### config.mk
export PLATFORM = sky130hd
export DESIGN_NAME = lru_page_victim_list
export DESIGN_NICKNAME = d
export VERILOG_FILES = /design/src/design/lpvl_pkg.sv /design/src/design/lpvl_link_ram.sv /design/src/design/lru_page_victim_list.sv
export VERILOG_INCLUDE_DIRS = /design/src /design/src/design
export SDC_FILE = /design/constraint.sdc
export NUM_CORES = 1
export LEC_CHECK = 0
export BUFFER_PORTS_ARGS = -buffer_cell sky130_fd_sc_hd__buf_2
export CAP_MARGIN = 0
export CELL_PAD_IN_SITES_DETAIL_PLACEMENT = 2
export CELL_PAD_IN_SITES_GLOBAL_PLACEMENT = 2
export CORE_MARGIN = 4
export CORE_UTILIZATION = 54
export CTS_CLUSTER_DIAMETER = 60
export CTS_CLUSTER_SIZE = 10
export DETAILED_ROUTE_END_ITERATION = 8
export PLACE_DENSITY = 0.89
export SYNTH_ARGS = -nofsm -noshare
export SYNTH_HDL_FRONTEND = slang
export SYNTH_HIERARCHICAL = 1
export SYNTH_SLANG_ARGS = --single-unit
### constraint.sdc
create_clock -name clk -period 9.8 [get_ports clk]
set_input_delay 1.96 -clock clk [delete_from_list [all_inputs] [get_ports clk]]
set_output_delay 1.96 -clock clk [all_outputs]
set_load 0.1 [all_outputs]
### src/design/assert_macros.svh
// Assertion macros used by the top-level design file.
`ifndef ASSERT_MACROS_SVH
`define ASSERT_MACROS_SVH

// Check that an expression holds at every clock edge out of reset.
`define CHECK_ALWAYS(lbl, expr, msg) \
    lbl: assert property (@(posedge clk) disable iff (!rst_n) (expr)) else $error(msg);

// Check that a condition implies an expression in the same cycle.
`define CHECK_SAME(lbl, cond, expr, msg) \
    lbl: assert property (@(posedge clk) disable iff (!rst_n) (cond) |-> (expr)) else $error(msg);

// Check that a condition implies an expression in the next cycle.
`define CHECK_NEXT(lbl, cond, expr, msg) \
    lbl: assert property (@(posedge clk) disable iff (!rst_n) (cond) |=> (expr)) else $error(msg);

`endif

### src/design/lpvl_pkg.sv
// Shared types and constants of the LRU page victim list.
package lpvl_pkg;

    localparam int PAGE_W         = 6;
    localparam int DATA_W         = 8;
    localparam int NUM_FRAMES_DEF = 64;

    typedef enum logic [1:0] {
        ST_CLEAR,
        ST_IDLE,
        ST_EXEC,
        ST_FIN
    } state_t;

    typedef enum logic {
        OP_TOUCH  = 1'b0,
        OP_VICTIM = 1'b1
    } op_t;

    typedef struct packed {
        logic rd_en;
        logic next_we;
        logic prev_we;
    } ram_ctl_t;

endpackage

### src/design/lpvl_link_ram.sv
// Link memories: next links, and prev links with the membership flag on top.
module lpvl_link_ram #(
    parameter int NUM_FRAMES = lpvl_pkg::NUM_FRAMES_DEF,
    localparam int IDX_W     = $clog2(NUM_FRAMES)
) (
    input  logic                 clk,
    input  lpvl_pkg::ram_ctl_t   ctl,
    input  logic [IDX_W-1:0]     rd_addr,
    input  logic [IDX_W-1:0]     next_wr_addr,
    input  logic [IDX_W-1:0]     next_wr_data,
    input  logic [IDX_W-1:0]     prev_wr_addr,
    input  logic [IDX_W:0]       prev_wr_data,
    output logic [IDX_W-1:0]     rd_next_reg,
    output logic [IDX_W:0]       rd_prev_reg
);
    import lpvl_pkg::*;

    logic [IDX_W-1:0] next_mem [NUM_FRAMES];
    logic [IDX_W:0]   prev_mem [NUM_FRAMES];

    always_ff @(posedge clk)
    begin
        if (ctl.next_we)
        begin
            next_mem[next_wr_addr] <= next_wr_data;
        end
        if (ctl.rd_en)
        begin
            rd_next_reg <= next_mem[rd_addr];
        end
    end

    always_ff @(posedge clk)
    begin
        if (ctl.prev_we)
        begin
            prev_mem[prev_wr_addr] <= prev_wr_data;
        end
        if (ctl.rd_en)
        begin
            rd_prev_reg <= prev_mem[rd_addr];
        end
    end

endmodule

### src/design/lru_page_victim_list.sv
// Top level of the LRU page victim list: recency list held in link memories.
//
//  channel  dir  tdata (low bit up)        tuser
//  s_axis   in   page_id[5:0], pad[7:6]    op (0 touch, 1 victim)
//  m_axis   out  victim_page[5:0], pad     victim_found
//
//  A touch or a victim request on a non-empty list goes through a link read,
//  a first write-back and a second write-back, all through the link memories.
//  An empty-list victim request or an out-of-range touch is handled without leaving the idle state.
//  After reset a sweep over all NUM_FRAMES entries clears the membership flags;
//  s_axis_tready stays low during it.
//  s_axis_tready is also low while an untaken result waits in the output register.
`include "assert_macros.svh"

module lru_page_victim_list #(
    parameter int NUM_FRAMES = lpvl_pkg::NUM_FRAMES_DEF
) (
    input  logic                          clk,
    input  logic                          rst_n,
    input  logic                          s_axis_tvalid,
    output logic                          s_axis_tready,
    input  logic [lpvl_pkg::DATA_W-1:0]   s_axis_tdata,   // page_id[5:0], zero pad
    input  logic                          s_axis_tuser,   // op
    output logic                          m_axis_tvalid,
    input  logic                          m_axis_tready,
    output logic [lpvl_pkg::DATA_W-1:0]   m_axis_tdata,   // victim_page[5:0], zero pad
    output logic                          m_axis_tuser    // victim_found
);
    import lpvl_pkg::*;

    localparam int IDX_W = $clog2(NUM_FRAMES);
    localparam int CNT_W = $clog2(NUM_FRAMES + 1);

    state_t             state_reg, state_next;
    op_t                op_reg;
    logic [IDX_W-1:0]   pg_reg;
    logic [IDX_W-1:0]   oldest_reg, oldest_next;
    logic [IDX_W-1:0]   newest_reg, newest_next;
    logic [CNT_W-1:0]   count_reg, count_next;
    logic [IDX_W-1:0]   clear_cnt_reg;
    logic               w2n_en_reg, w2n_en_next;
    logic [IDX_W-1:0]   w2n_addr_reg, w2n_addr_next;
    logic [IDX_W:0]     w2p_data_reg, w2p_data_next;
    logic               out_valid_reg;
    logic               out_found_reg;
    logic [PAGE_W-1:0]  out_page_reg;

    ram_ctl_t           ram_ctl;
    logic [IDX_W-1:0]   rd_addr;
    logic [IDX_W-1:0]   next_wr_addr, next_wr_data;
    logic [IDX_W-1:0]   prev_wr_addr;
    logic [IDX_W:0]     prev_wr_data;
    logic [IDX_W-1:0]   rd_next_reg;
    logic [IDX_W:0]     rd_prev_reg;

    logic               s_fire;
    logic               in_victim;
    logic               in_range;
    logic [IDX_W-1:0]   page_idx;
    logic               start;
    logic               empty_victim;

    logic               listed;
    logic [IDX_W-1:0]   nx, pv;
    logic               is_old, is_new;
    logic [IDX_W-1:0]   oldest1, newest1;
    logic [CNT_W-1:0]   count1;
    logic               w1n_en, w1p_en;

    assign page_idx     = IDX_W'(s_axis_tdata[PAGE_W-1:0]);
    assign in_range     = 32'(s_axis_tdata[PAGE_W-1:0]) < 32'(NUM_FRAMES);
    assign in_victim    = op_t'(s_axis_tuser) == OP_VICTIM;
    assign s_fire       = s_axis_tvalid && s_axis_tready;
    assign start        = s_fire && (in_victim ? (count_reg != '0) : in_range);
    assign empty_victim = s_fire && in_victim && (count_reg == '0);

    // unlink, then append for a touch; unlink only for a victim
    always_comb
    begin
        listed  = rd_prev_reg[IDX_W];
        pv      = rd_prev_reg[IDX_W-1:0];
        nx      = rd_next_reg;
        is_old  = pg_reg == oldest_reg;
        is_new  = pg_reg == newest_reg;
        oldest1 = (listed && is_old) ? nx : oldest_reg;
        newest1 = (listed && is_new) ? pv : newest_reg;
        count1  = listed ? count_reg - CNT_W'(1) : count_reg;
        w1n_en  = listed && !is_old;
        w1p_en  = listed && !is_new;
        if (op_reg == OP_TOUCH)
        begin
            oldest_next   = (count1 == '0) ? pg_reg : oldest1;
            newest_next   = pg_reg;
            count_next    = count1 + CNT_W'(1);
            w2n_en_next   = count1 != '0;
            w2n_addr_next = newest1;
            w2p_data_next = {1'b1, newest1};
        end
        else
        begin
            oldest_next   = oldest1;
            newest_next   = newest1;
            count_next    = count1;
            w2n_en_next   = 1'b0;
            w2n_addr_next = newest1;
            w2p_data_next = {1'b0, newest1};
        end
    end

    always_comb
    begin
        state_next = state_reg;
        unique case (state_reg)
            ST_CLEAR:
            begin
                if (clear_cnt_reg == IDX_W'(NUM_FRAMES - 1))
                begin
                    state_next = ST_IDLE;
                end
            end
            ST_IDLE:
            begin
                if (start)
                begin
                    state_next = ST_EXEC;
                end
            end
            ST_EXEC:
            begin
                state_next = ST_FIN;
            end
            ST_FIN:
            begin
                state_next = ST_IDLE;
            end
            default:
            begin
                state_next = ST_IDLE;
            end
        endcase
    end

    always_comb
    begin
        s_axis_tready = 1'b0;
        ram_ctl       = '0;
        rd_addr       = in_victim ? oldest_reg : page_idx;
        next_wr_addr  = pv;
        next_wr_data  = nx;
        prev_wr_addr  = nx;
        prev_wr_data  = {1'b1, pv};
        unique case (state_reg)
            ST_CLEAR:
            begin
                ram_ctl.prev_we = 1'b1;
                prev_wr_addr    = clear_cnt_reg;
                prev_wr_data    = '0;
            end
            ST_IDLE:
            begin
                s_axis_tready = !out_valid_reg || m_axis_tready;
                ram_ctl.rd_en = s_fire;
            end
            ST_EXEC:
            begin
                ram_ctl.next_we = w1n_en;
                ram_ctl.prev_we = w1p_en;
            end
            ST_FIN:
            begin
                ram_ctl.next_we = w2n_en_reg;
                ram_ctl.prev_we = 1'b1;
                next_wr_addr    = w2n_addr_reg;
                next_wr_data    = pg_reg;
                prev_wr_addr    = pg_reg;
                prev_wr_data    = w2p_data_reg;
            end
            default:
            begin
                s_axis_tready = 1'b0;
            end
        endcase
    end

    always_ff @(posedge clk or negedge rst_n)
    begin
        if (!rst_n)
        begin
            state_reg     <= ST_CLEAR;
            clear_cnt_reg <= '0;
            oldest_reg    <= '0;
            newest_reg    <= '0;
            count_reg     <= '0;
            out_valid_reg <= 1'b0;
        end
        else
        begin
            state_reg <= state_next;
            if (state_reg == ST_CLEAR)
            begin
                clear_cnt_reg <= clear_cnt_reg + IDX_W'(1);
            end
            if (state_reg == ST_EXEC)
            begin
                oldest_reg <= oldest_next;
                newest_reg <= newest_next;
                count_reg  <= count_next;
            end
            priority if (empty_victim || (state_reg == ST_EXEC && op_reg == OP_VICTIM))
            begin
                out_valid_reg <= 1'b1;
            end
            else if (m_axis_tready)
            begin
                out_valid_reg <= 1'b0;
            end
            else
            begin
                out_valid_reg <= out_valid_reg;
            end
        end
    end

    always_ff @(posedge clk)
    begin
        if (s_fire)
        begin
            op_reg <= op_t'(s_axis_tuser);
            pg_reg <= rd_addr;
        end
        if (state_reg == ST_EXEC)
        begin
            w2n_en_reg   <= w2n_en_next;
            w2n_addr_reg <= w2n_addr_next;
            w2p_data_reg <= w2p_data_next;
        end
        priority if (empty_victim)
        begin
            out_found_reg <= 1'b0;
            out_page_reg  <= '0;
        end
        else if (state_reg == ST_EXEC && op_reg == OP_VICTIM)
        begin
            out_found_reg <= 1'b1;
            out_page_reg  <= PAGE_W'(pg_reg);
        end
        else
        begin
            out_found_reg <= out_found_reg;
            out_page_reg  <= out_page_reg;
        end
    end

    lpvl_link_ram #(
        .NUM_FRAMES (NUM_FRAMES)
    ) u_link_ram (
        .clk          (clk),
        .ctl          (ram_ctl),
        .rd_addr      (rd_addr),
        .next_wr_addr (next_wr_addr),
        .next_wr_data (next_wr_data),
        .prev_wr_addr (prev_wr_addr),
        .prev_wr_data (prev_wr_data),
        .rd_next_reg  (rd_next_reg),
        .rd_prev_reg  (rd_prev_reg)
    );

    assign m_axis_tvalid = out_valid_reg;
    assign m_axis_tuser  = out_found_reg;
    assign m_axis_tdata  = {{(DATA_W - PAGE_W){1'b0}}, out_page_reg};

    `CHECK_ALWAYS(a_count_bound, count_reg <= CNT_W'(NUM_FRAMES), "entry count overflow")
    `CHECK_NEXT(a_empty_result, empty_victim, m_axis_tvalid && !m_axis_tuser, "empty victim lost")
    `CHECK_SAME(a_victim_listed, state_reg == ST_EXEC && op_reg == OP_VICTIM, rd_prev_reg[IDX_W], "oldest page not listed")
    `CHECK_NEXT(a_count_hold, state_reg != ST_EXEC, $stable(count_reg), "count moved outside update")

endmodule
==> flow_metrics.py, run 1 <==
metrics = {
    "logic_synthesis": {
        "synth_top_family_by_area": "multiplexers",
        "synth_simple_gate_area_frac": 0.04481,
        "ys_ff_latch": 895,
        "synthXorXnorAreaFrac": 0.006550,
        "netlist_top_cells_area": "edfxtp_1 (72%), mux4_2 (14%), dfrtp_1 (1.9%)",
        "synth_top_flop_cell": "edfxtp_1",
        "synth_compound_area_frac": 0.03005,
        "avgSynthCellArea_um2": 19.48,
        "synth_area_leader_cell": "edfxtp_1",
        "synth.distinct_cells": 69,
        "synth_edf_count": 860,
        "syn_area_um2": 36100,
        "synthCells": 1853,
        "synth.area.mux_share": 0.1567,
        "yosys_warnings": 6,
        "yosys.area.top_type_share": 0.7153,
        "synth-adder-area-share": 0.003466,
        "synthArstFlopShare": 0.03128,
        "ys_seq_area_frac": 0.7386,
    },
    "placement": {
        "portBuffers": 19,
        "dp.cells": 2651,
        "placed_cell_area_um2": 37000,
        "gp_congestion": 0.7776,
        "dpl.hpwl_mm": 80.85,
    },
    "status": {
        "failing_step": "global routing",
        "status": "stopped before the end",
        "stop_error": "[ERROR DPL-0033] detailed placement checks failed during check placement.",
    },
    "cts": {
        "cts_buffers": 99,
        "clk_path_buf_depth": 3,
        "cts_hold_buf": 0,
        "cts.htree.levels": 3,
        "cts_sinks": 895,
        "cts_resized": 0,
        "post_cts_buffers": 0,
        "ctsRootBufferMaster": "clkbuf_16",
    },
    "global_routing": {
        "antenna_found_initial": 23,
        "grt_max_degree": 118,
    },
    "die": {
        "die_w_um": 266.6,
        "initial_core_util": 0.5472,
        "placement_rows": 94,
        "num_io_pins": 24,
        "fp.dieH_um": 266.6,
    },
}
[cell usage after synthesis, types with 7 or more instances]
master    count
edfxtp_1    860
mux4_2      217
nor2_1      148
nand2_1      81
clkbuf_1     51
mux2i_1      50
dfrtp_1      28
buf_2        27
nand3_1      25
a22oi_1      24
mux2_2       24
inv_1        23
o21ai_0      22
nor2b_1      18
xor2_1       16
buf_6        15
a21oi_1      14
o22ai_1      14
a211oi_1     13
a32o_1       12
buf_4        11
o211ai_1     11
o41ai_1      11
xnor2_1      11
ha_1         10
nand2b_1     10
nand3b_1      9
a31oi_1       8
buf_1         7
dfxtp_1       7
[metrics by stage]
step	setup WS, ns	hold slack (ns)
floorplan	4.987	0.4668
detailed placement	4.059	0.4763
CTS	4.753	0.4878
global placement	4.139	0.4501
[cell families after synthesis]
family,Yosys count
buffers and inverters,137
other,1
flip-flops,895
AO/OA/AOI/OAI,151
AND/OR/NAND/NOR,341
multiplexers,291
adder cells (fa/ha/maj),10
XOR/XNOR,27
==> run 2, diff against run 1 <==
--- a/config.mk
+++ b/config.mk
@@ -8,14 +8,10 @@
 export LEC_CHECK = 0
 export BUFFER_PORTS_ARGS = -buffer_cell sky130_fd_sc_hd__buf_2
 export CAP_MARGIN = 0
-export CELL_PAD_IN_SITES_DETAIL_PLACEMENT = 2
-export CELL_PAD_IN_SITES_GLOBAL_PLACEMENT = 2
 export CORE_MARGIN = 4
-export CORE_UTILIZATION = 54
-export CTS_CLUSTER_DIAMETER = 60
-export CTS_CLUSTER_SIZE = 10
+export CORE_UTILIZATION = 40
 export DETAILED_ROUTE_END_ITERATION = 8
-export PLACE_DENSITY = 0.89
+export PLACE_DENSITY_LB_ADDON = 0.15
 export SYNTH_ARGS = -nofsm -noshare
 export SYNTH_HDL_FRONTEND = slang
 export SYNTH_HIERARCHICAL = 1
==> run 2 against run 1 <==
Net effect: the run now ends clean; area after synthesis did not move; synthesized cell count did not move.
==> flow_metrics.py, run 2 <==
metrics = {
    "setup_path": {
        "crit_fanout": 91,
        "path_class": "primary input to flip-flop",
        "max_stage_delay_ns": 0.67,
        "end_kind": "flip-flop",
        "worstPathCellList": "buf_2, mux2_8, buf_12, mux4_2, mux4_2, o211ai_1, o41ai_1",
        "required_ns": 10.15,
        "worst_path_most_repeated_cell": "mux4_2",
        "startpoint_type": "primary input",
        "critPathArrivalTime_ns": 5.26,
        "r2r_start": "state_reg[0]",
        "crit_slowest_cell": "buf_12",
        "crit_path_start": "s_axis_tuser",
    },
    "global_routing": {
        "grtUsageMet1": 0.2477,
        "grt_pass1_wl_mm": 122.4,
        "track_usage": 0.1760,
        "grt_max_degree": 92,
        "grt_use_met2": 0.2818,
        "busiest_layer": "met2",
        "met3_usage": 0.03653,
        "grt_pass1_vias": 18120,
        "overflow": 0,
        "antenna_found_initial": 0,
    },
    "route": {
        "viasPerCell": 5.635,
        "first_pass_iters": 6,
        "routedWlPerCell_um": 26.62,
        "wl_mm": 83.38,
        "ant_nets": 0,
        "drc": 0,
        "vias": 17650,
        "first_iter_violations": 1592,
    },
    "timing": {
        "fin_skew_ns": 0.03020,
        "final_hold_viol_count": 0,
        "drv_slew": 0,
        "fin_hold_ws_ns": 0.4665,
        "max_freq_ghz": 0.2039,
        "worstMarginPinSlew_ns": 1.367,
        "setup_viol": 0,
        "setup_ws_ns": 4.896,
        "rsz0062_at_grt": "no",
        "slew_headroom": 0.07932,
        "period_needed_ns": 4.904,
        "finalSetupTns_ns": 0,
        "min_period_over_period": 0.5005,
    },
    "final_layout": {
        "antenna_cells": 0,
        "largest_reg_flops": 448,
        "syn2layout_area_growth_pct": 11.95,
        "drive_above_1_share": 0.2283,
        "mostFrequentLayoutCells": "edfxtp_1 (860), mux4_2 (217), nor2_1 (148)",
        "final_common_cell": "edfxtp_1",
        "fin_nets": 1917,
        "largestRegisters": "u_link_ram/prev_mem x448, u_link_ram/next_mem x384",
        "regMostFlops": "u_link_ram/prev_mem",
        "fin_util": 0.4546,
    },
    "logic_synthesis": {
        "synthArstFlopShare": 0.03128,
        "netlist_top_cells_area": "edfxtp_1 (72%), mux4_2 (14%), dfrtp_1 (1.9%)",
        "synth.distinct_cells": 69,
        "synth_area_leader_cell": "edfxtp_1",
        "synth_common_cells": "edfxtp_1 (860), mux4_2 (217), nor2_1 (148)",
        "synth.most_common_cell": "edfxtp_1",
        "avgSynthCellArea_um2": 19.48,
        "synth_edf_count": 860,
        "syn_area_um2": 36100,
        "yosys_warnings": 6,
        "yosys.area.top_type_share": 0.7153,
        "ys_ff_latch": 895,
        "synthCells": 1853,
        "ys_seq_area_frac": 0.7386,
        "synth_top_flop_cell": "edfxtp_1",
    },
    "pwr": {
        "finalPower_mw": 11.77,
        "ir_drop_mv": 0.1960,
        "p_leak_nw": 12.61,
        "p_per_area_nw_per_um2": 291.3,
    },
    "die": {
        "die-area_um2": 95130,
        "die_w_um": 308.4,
        "initial_core_util": 0.4060,
        "num_io_pins": 24,
        "design.core.area_um2": 88920,
        "placement_rows": 109,
        "fp.dieH_um": 308.4,
    },
    "cts": {
        "clock_latency_ns": 0.67,
        "cts_tree": "built",
        "ctsRootBufferMaster": "clkbuf_16",
        "cts_hold_buf": 0,
        "clkTransAtPathRegs_ns": 0.06,
        "cts_sinks": 895,
        "clk_path_buf_depth": 3,
        "cts_buffers": 94,
        "post_cts_buffers": 0,
        "cts.htree.levels": 3,
        "cts_resized": 0,
    },
    "placement": {
        "dpl.hpwl_mm": 49.37,
        "portBuffers": 19,
        "dp_slack_ns": 4.170,
        "gp_congestion": 0.7818,
    },
    "worst_hold_path": {
        "hold_path_class": "flip-flop to flip-flop",
        "holdCritStartpoint": "out_page_reg[1]",
    },
    "status": {
        "status": "completed",
    },
    "flow_run": {
        "cap_violations": 0,
    },
}
[run 2: cell counts after synthesis]
Identical to the previous run, type by type.
[run 2: layer usage]
metal | vias to the layer above | wire (um)
met5 | - | 0
met4 | 0 | 1947
met3 | 133 | 5427
met2 | 547 | 40030
met1 | 9332 | 35970
li1 | 7638 | -
[run 2: final cells by class]
cell class                 count  area (um2)
multi-input combinational    822        8843
inverter                      25       93.84
clock buffer                 121        2524
sequential                   895       26670
fill                        7514       48500
timing repair buffer          56       410.4
clock inverter                48       424.2
tap                         1165        1458
[run 2: worst paths after layout]
kind | to | slack [ns] | cells after the start
worst max-delay path | u_link_ram/rd_prev_reg[3] | 4.90 | 7
worst min register to register | out_page_reg[1] | 0.47 | 2
worst max register to register | u_link_ram/prev_mem[47][3] | 5.18 | 6
min in group asynchronous | m_axis_tvalid | 1.35 | 1
max in group asynchronous | newest_reg[3] | 7.97 | 1
worst min-delay path | out_page_reg[1] | 0.47 | 2
[run 2: power by group]
group / switching, mW / internal (mW)
logic: 2.17 / 0.868
registers: 0.143 / 5.17
clock network: 1.46 / 1.96
total: 3.78 / 8.00
[run 2: worst max-delay path, delay by kind of cell]
kind / cells / cell delay (ns)
compound gates: 2 / 0.61
buf+inv: 2 / 0.85
mux: 3 / 1.71
[run 2: logic make-up after synthesis]
family | share of synthesized area
XOR/XNOR | 0.006550
adder cells (fa/ha/maj) | 0.003466
other | 0.0001039
AO/OA/AOI/OAI | 0.03005
AND/OR/NAND/NOR | 0.04481
multiplexers | 0.1567
buffers and inverters | 0.01972
flip-flops | 0.7386
[run 2: through the flow]
step	std cells	area, um2
after floorplan	1854	36110
after global placement	2963	37470
after detailed placement	2963	37470
after CTS	3132	40420
after global routing	3132	40420
final	3132	40420
(Power assumes the default switching activity.)
==> run 3, diff against run 2 <==
==> constraint.sdc (replaced) <==
create_clock -name clk -period 4.5 [get_ports clk]
set_input_delay 0.9 -clock clk [delete_from_list [all_inputs] [get_ports clk]]
set_output_delay 0.9 -clock clk [all_outputs]
set_load 0.1 [all_outputs]
==> run 3 against run 2 <==
Net effect: power increased by 120%; first-iteration DRC count increased by 10%; sequential cell count unchanged; clock power increased by 130%; critical path type is now flip-flop to flip-flop; largest cell class unchanged.
==> flow_metrics.py, run 3 (same netlist as run 2, synthesis figures left out) <==
metrics = {
    "status": {
        "status": "completed",
    },
    "timing": {
        "max_freq_ghz": 0.2584,
        "final_hold_viol_count": 0,
        "setup_viol": 0,
        "period_needed_ns": 3.870,
        "finalSetupTns_ns": 0,
        "drv_slew": 0,
        "min_period_over_period": 0.8601,
        "slew_headroom": 0.1801,
        "rsz0062_at_grt": "no",
        "worstMarginPinSlew_ns": 1.225,
        "fin_skew_ns": 0.03892,
    },
    "final_layout": {
        "syn2layout_area_growth_pct": 14.14,
        "drive_above_1_share": 0.2559,
        "regMostFlops": "u_link_ram/prev_mem",
        "largestRegisters": "u_link_ram/prev_mem x448, u_link_ram/next_mem x384",
        "final_common_cell": "edfxtp_1",
        "largest_reg_flops": 448,
        "multi_input_area_um2": 8843,
        "antenna_cells": 0,
        "fin_nets": 1989,
        "nFillCells": 7477,
        "final_cells": 3209,
        "regArea_um2": 26670,
        "mostFrequentLayoutCells": "edfxtp_1 (860), mux4_2 (217), nor2_1 (148)",
    },
    "placement": {
        "portBuffers": 19,
        "dpl.hpwl_mm": 53.81,
        "dp.cells": 3035,
        "gp_congestion": 0.8039,
    },
    "die": {
        "initial_core_util": 0.4060,
        "die_w_um": 308.4,
        "fp.dieH_um": 308.4,
        "design.core.area_um2": 88920,
        "die-area_um2": 95130,
        "num_io_pins": 24,
        "placement_rows": 109,
    },
    "route": {
        "wl_mm": 85.04,
        "ant_nets": 0,
        "drc": 0,
        "routedWlPerCell_um": 26.50,
        "viasPerCell": 5.583,
        "first_pass_iters": 5,
        "vias": 17920,
        "first_iter_violations": 1752,
    },
    "global_routing": {
        "antenna_found_initial": 0,
        "grt_pass1_wl_mm": 124.7,
        "overflow": 0,
        "grt_pass1_vias": 18490,
        "grt_max_degree": 61,
        "track_usage": 0.1799,
    },
    "worst_hold_path": {
        "hold_path_class": "primary input to async pin",
    },
    "cts": {
        "clock_latency_ns": 0.66,
        "post_cts_buffers": 0,
        "cts.htree.levels": 3,
        "cts_tree": "built",
        "clkTransAtPathRegs_ns": 0.06,
        "cts_sinks": 895,
        "cts_hold_buf": 0,
        "cts_resized": 0,
        "ctsRootBufferMaster": "clkbuf_16",
        "clk_path_buf_depth": 3,
        "cts_buffers": 94,
    },
    "setup_path": {
        "crit_path_start": "state_reg[0]",
        "r2r_slack_ns": 0.63,
        "crit_fanout": 15,
        "required_ns": 4.77,
        "path_class": "flip-flop to flip-flop",
        "end_kind": "flip-flop",
        "r2r_start": "state_reg[0]",
        "critPathArrivalTime_ns": 4.14,
        "startpoint_type": "flip-flop",
    },
    "flow_run": {
        "cap_violations": 0,
    },
    "pwr": {
        "ir_drop_mv": 0.3071,
        "p_leak_nw": 13.07,
        "p_per_area_nw_per_um2": 637.0,
    },
}
run 3: path summary, 6_finish.rpt:
check                                                   to  cells past startpoint
worst min-delay path                          count_reg[3]                      1
worst max register to register  u_link_ram/prev_mem[26][4]                      8
min in group clk                           out_page_reg[3]                      2
worst min register to register             out_page_reg[3]                      2
worst max-delay path            u_link_ram/prev_mem[26][4]                      8
max in group asynchronous                    oldest_reg[5]                      1
run 3: metrics by stage:
step	utilization	hold slack (ns)	total power, mW	instance area (um2)	worst slack, ns
floorplan	-	0.4668	16.00	36110	0.08931
global placement	0.4282	0.4490	18.52	38070	0.5847
detailed placement	0.4282	0.4584	18.70	38070	0.5469
CTS	0.4634	0.2663	26.55	41210	0.6793
global route	0.4634	0.2977	27.41	41210	0.4539
finish	0.4634	0.2819	26.25	41210	0.6296
run 3: power breakdown:
group	switching [mW]	internal [mW]	total (mW)	leakage, nW
combinational	4.79	2.04	6.83	3.37
sequential	0.343	11.3	11.6	8.17
clock	3.19	4.62	7.81	1.52
run 3: layout make-up:
type                       instances  area share
clock buffer                     117     0.06018
inverter                          25    0.002277
clock inverter                    57     0.01591
sequential                       895      0.6471
multi-input combinational        822      0.2146
timing repair buffer             128     0.02459
tap                             1165     0.03537
run 3: routing by layer:
layer | GRT usage | up-vias | wire [um]
met4 | 0.04229 | 0 | 1488
met2 | 0.2944 | 558 | 41640
met5 | 0 | - | 0
li1 | - | 7784 | -
met1 | 0.2498 | 9470 | 36500
met3 | 0.03790 | 105 | 5417
run 3: worst max-delay path, stage by stage (launching register included):
cell and delay, ns:
dfrtp_1 0.41, inv_1 0.10, ha_1 0.47, buf_4 0.34, o21ai_0 0.34, buf_4 0.29, nor2_1 0.14, nand3_1 0.54
nor2_1 0.83
